===== config.mk =====
export PLATFORM = sky130hd
export DESIGN_NAME = okvt_ram
export DESIGN_NICKNAME = d
export VERILOG_FILES = /design/src/design/okvt_ram.sv
export SDC_FILE = /design/constraint.sdc
export NUM_CORES = 2
export LEC_CHECK = 0
export BUFFER_PORTS_ARGS = -buffer_cell sky130_fd_sc_hd__buf_2
export CAP_MARGIN = 10
export CORE_MARGIN = 5
export CORE_UTILIZATION = 35
export DETAILED_ROUTE_END_ITERATION = 8
export GPL_TIMING_DRIVEN = 0
export PLACE_DENSITY = 0.54
export SLEW_MARGIN = 15
export SYNTH_ARGS = -nofsm -noshare
export SYNTH_HDL_FRONTEND = slang
export SYNTH_SLANG_ARGS = --single-unit

===== constraint.sdc =====
create_clock -name i_clk -period 19.06 [get_ports i_clk]
set_input_delay 1.906 -clock i_clk [delete_from_list [all_inputs] [get_ports i_clk]]
set_output_delay 1.906 -clock i_clk [all_outputs]
set_load 0.05 [all_outputs]

===== src/design/okvt_ram.sv =====
module okvt_ram #(
    parameter int WIDTH = 64,
    parameter int DEPTH = 64,
    localparam int AW = (DEPTH > 1) ? $clog2(DEPTH) : 1
) (
    input  logic             i_clk,
    input  logic             i_we,
    input  logic [AW-1:0]    i_waddr,
    input  logic [WIDTH-1:0] i_wdata,
    input  logic [AW-1:0]    i_raddr,
    output logic [WIDTH-1:0] o_rdata
);

    logic [WIDTH-1:0] r_mem [DEPTH];
    logic [WIDTH-1:0] r_rdata;

    always_ff @(posedge i_clk) begin
        if (i_we) begin
            r_mem[i_waddr] <= i_wdata;
        end
        r_rdata <= r_mem[i_raddr];
    end

    assign o_rdata = r_rdata;

endmodule


---- Yosys cells after proc, flatten, opt, wreduce, memory -nomap -nowiden ----
Memories as Yosys holds them, arrays and structs flattened. A register that Yosys moved wholly into a read port is not among the register bits.
Index checks and enable logic that the tools add are counted.
storage, ports and cells
  flip-flop bits (word level) ............. 0
  memory bits (writable) .................. 4096
  memories ................................ 1
operators by class
  muxes and demuxes ....................... 2
memory list
  name   words  width  rd ports  clocked after memory_dff  write ports  RTL line  RTL
  r_mem  64     64     1         1                         1            14        logic [WIDTH-1:0] r_mem [DEPTH];
operators with widths
  operator  count
  $mux W1   2

---- Logic depth before layout (Yosys ltp) ----
  depth in word-level cells ............... 2
  gate-level depth with buffers ........... 9
  gate-level depth less buffers ........... 5

---- Worst setup path before layout ----
OpenSTA, ideal clock, no wires.
  kind .................................... input to register
  start point ............................. in i_waddr[3]
  end point ............................... mem r_mem[48][0], enable pin
  setup slack ............................. 11.718 ns
  arrival ................................. 6.778 ns
  cell stages on the path ................. 4
  cells stage by stage .................... clkbuf_1 nor2b_1 nand4b_1 nor3_1
RTL lines
  element          RTL line  RTL
  start, declared  8         input logic [AW-1:0] i_waddr,
  end, declared    14
No word-level cell before the write port.

==> results.sh <==
export IMPL_peakVddDrop_uv=88.54
export IMPL_drt_iter0_drc=8917
export IMPL_ant_nets=0
export IMPL_ys_seq_elements=4160
export IMPL_core_area_um2=445100
export IMPL_maxSlewViolCount=0
export IMPL_via_count=75659
export IMPL_arrival_ps=6480
export IMPL_power_frac_seq=0.520
export IMPL_clock_skew_final_ps=49.68
export IMPL_synthAdderAreaFrac=0
export IMPL_final_util=0.4148
export IMPL_htreeDepth=5
export IMPL_synth_compound_area_frac=0.02477
export IMPL_finalCritPeriodShare=0.3015
export IMPL_ff2ff_path_depth=5
export IMPL_io_pins=142
export IMPL_max_slew_margin=0.07937
export IMPL_hp_class="flop to flop"
export IMPL_status="complete, no violations"
export IMPL_clkPwrFrac=0.424
export IMPL_insertion_delay_ps=990
export IMPL_syn_area_um2=156300
export IMPL_hold_viol_final=0
export IMPL_clk_pin_slew_ps=60
export IMPL_post_cts_buffers=0
export IMPL_cellInternalPower_w=0.01524
export IMPL_startpoint_type="primary input"
export IMPL_max_stage_delay_ps=1020
export IMPL_grt_usage=0.1925
export IMPL_cts_buffer_depth=4
export IMPL_cts_buffers_inserted=424
export IMPL_cp_common_cell="buf_2"
export IMPL_synth_top_cell_area_share=0.7867
export IMPL_synthArstFlopShare=0
export IMPL_rsz0062_at_grt="false"
export IMPL_synth_simple_gate_area_frac=0.01240
export IMPL_nets=7503
export IMPL_die_h_um=678.4
export IMPL_tightestPinTransition_ps=1373
export IMPL_rows=245
export IMPL_clock_fmax_mhz=174.0
export IMPL_min_period_ps=5746
export IMPL_first_global_vias=77000
export IMPL_gp_congestion=0.8071
export IMPL_overflow=0
export IMPL_synth_top_family_by_area="multiplexers"
export IMPL_swShare=0.2195
export IMPL_wire_per_inst_um=32.99
export IMPL_die_area_um2=460200
export IMPL_synth_area_top_cells="edfxtp_1 79%, mux4_2 15%, mux2i_1 0.86%"
export IMPL_place_hpwl_um=309800
export IMPL_ctsHoldBuffers=0
export IMPL_drt_total_wl_um=453100
export IMPL_port_buffers=133
export IMPL_netlist_instances=6598
export IMPL_synth_edf_count=4096
export IMPL_worst_path_max_fanout=11
export IMPL_power_w=0.01953
export IMPL_synth_xor_area_frac=0
export IMPL_grt_max_degree=65
export IMPL_die_width_um=678.4
export IMPL_syn_mean_instance_area_um2=23.70
export IMPL_tns_ps=0
export IMPL_cts_root_buf="clkbuf_16"
export IMPL_criticalPathCategory="primary input to flop"
export IMPL_power_density_nw_per_um2=105.8
export IMPL_holdPathEnd="o_rdata[30]"
export IMPL_p_leak_nw=57.27
export IMPL_grt_pass1_wl_um=624400
export IMPL_area_growth_pct=18.08
export IMPL_max_cap_violations=0
export IMPL_synth_fp_nets=6676
export IMPL_setup_viol=0
export IMPL_endpoint_kind="flop"
export IMPL_rr_endpoint="o_rdata[6]"
export IMPL_synthFlopType="edfxtp_1"
export IMPL_drive_above_1_share=0.3030
export IMPL_dr_pass1_iters=5
export IMPL_synth_seq_area_share=0.7949
export IMPL_drc=0
export IMPL_initial_core_util=0.3513
export IMPL_synth_top_area_cell="edfxtp_1"
export IMPL_viasPerCell=5.509
export IMPL_cts_tree="done"
export IMPL_antenna_found_initial=46
export IMPL_worst_hold_slack_ps=940.0
export IMPL_yosysWarnings=0
export IMPL_cp_required_ps=19790
export IMPL_r2r_slack_ps=16070
export IMPL_r2r_start="r_mem[59][6]"
export IMPL_min_from="r_mem[60][30]"
export IMPL_synth_area_mux_share=0.1561
export IMPL_combinationalPowerShare=0.056
export IMPL_hold_depth=4
export IMPL_fillerInstances=38459
export IMPL_synth_distinct_cells=33
export IMPL_cts_resized=0
export IMPL_cts_sinks=4160
export IMPL_cp_slowest_cell="a211oi_1"
export IMPL_crit_chain="buf_2 > buf_4 > buf_2 > buf_2 > buf_4 > mux2i_1 > o22ai_1 > a31oi_1 > a211oi_1"
export IMPL_power_switching_w=0.004286
-- metal layers --
layer / vias up / routed length [um] / global-route usage
met4: 20 / 18550 / 0.07201
met3: 715 / 33040 / 0.03557
met2: 3148 / 221100 / 0.3157
li1: 30244 / - / -
met1: 41532 / 180300 / 0.2565
met5: - / 126 / 0
-- critical path, delay by kind of cell --
family / cells / cell delay [ps]
buffers and inverters: 5 / 2320
AOI/OAI and AO/OA: 3 / 2080
muxes: 1 / 110
-- placed cells by master (no fill, tap or decap), types with 24 or more instances in the layout --
cell          n
buf_2       247
o22ai_1      81
buf_12      177
buf_4       106
clkbuf_1    224
nor2_1       49
diode_2      30
clkbuf_16   431
bufinv_16    44
a22oi_1     168
mux4_2     1024
clkinv_1     84
a22o_1       88
nor2_4       62
clkinv_2     66
buf_16       66
and3_1       64
or2_2        28
nand3_1      45
or3_1        29
nand2_1      58
edfxtp_1   4096
nor2b_1      28
dfxtp_1      64
a41oi_1      24
mux2i_1     135
a211oi_1     54
o221ai_1     38
-- cell families after synthesis --
logic type,after synthesis
multiplexers,1159
AND/OR/NAND/NOR,386
AO/OA/AOI/OAI,504
flip-flops,4160
buffers and inverters,389
-- registers in the layout, summed over array words and instances, names as in the netlist --
signal   flops
o_rdata     64
r_mem     4096
-- area by class of cell --
type	instances	area (um^2)	share of cell area
Buffer	370	1785	0.009671
Antenna cell	30	75.07	0.0004066
Multi-Input combinational cell	2049	30800	0.1668
Inverter	19	71.32	0.0003863
Clock buffer	529	11210	0.06074
Sequential cell	4160	124300	0.6732
Timing Repair Buffer	401	6401	0.03467
Clock inverter	248	2569	0.01391
Tap cell	5928	7417	0.04018
-- how the worst max path moves through the flow --
stage                    start            end  cells after the start
finish              i_raddr[2]     o_rdata[7]                      9
CTS                 i_raddr[2]     o_rdata[6]                      9
global placement    i_waddr[3]  r_mem[48][27]                      4
floorplan           i_waddr[3]   r_mem[48][0]                      4
detailed placement  i_raddr[2]     o_rdata[6]                      9
global route        i_raddr[2]     o_rdata[6]                      9
-- cells in the mapped netlist, types with 2 or more instances --
library cell,count
edfxtp_1,4096
a22oi_1,168
or3_1,29
mux2i_1,135
and3_1,64
o22ai_1,83
nor2_1,112
buf_1,20
buf_2,170
nor2b_1,28
nand2_1,58
a31oi_1,18
nand2b_1,11
buf_6,6
dfxtp_1,64
nand3b_1,2
and2_1,3
inv_1,19
clkbuf_1,140
a211oi_1,63
nor3_1,2
nand3_1,45
nand4_1,2
a22o_1,88
mux4_2,1024
or2_2,28
buf_4,34
o221ai_1,38
a2bb2oi_1,19
a41oi_1,26
-- power groups by stage --
stage / clock network (W) / logic (W) / registers [W]
floorplan: 0 / 0.000472 / 0.0104
global placement: 0 / 0.00105 / 0.0104
detailed placement: 0 / 0.00110 / 0.0103
CTS: 0.00844 / 0.00110 / 0.0102
global route: 0.00879 / 0.00114 / 0.0101
finish: 0.00828 / 0.00109 / 0.0101
-- stage by stage --
step                setup WS (ps)  std cells  instance area [um^2]
floorplan                   11720       6598                156300
global placement             4733      12659                164400
detailed placement          12400      12925                170600
CTS                         13450      13702                184400
global route                13390      13711                184600
finish                      13310      13734                184600
(Power assumes the default switching activity.)
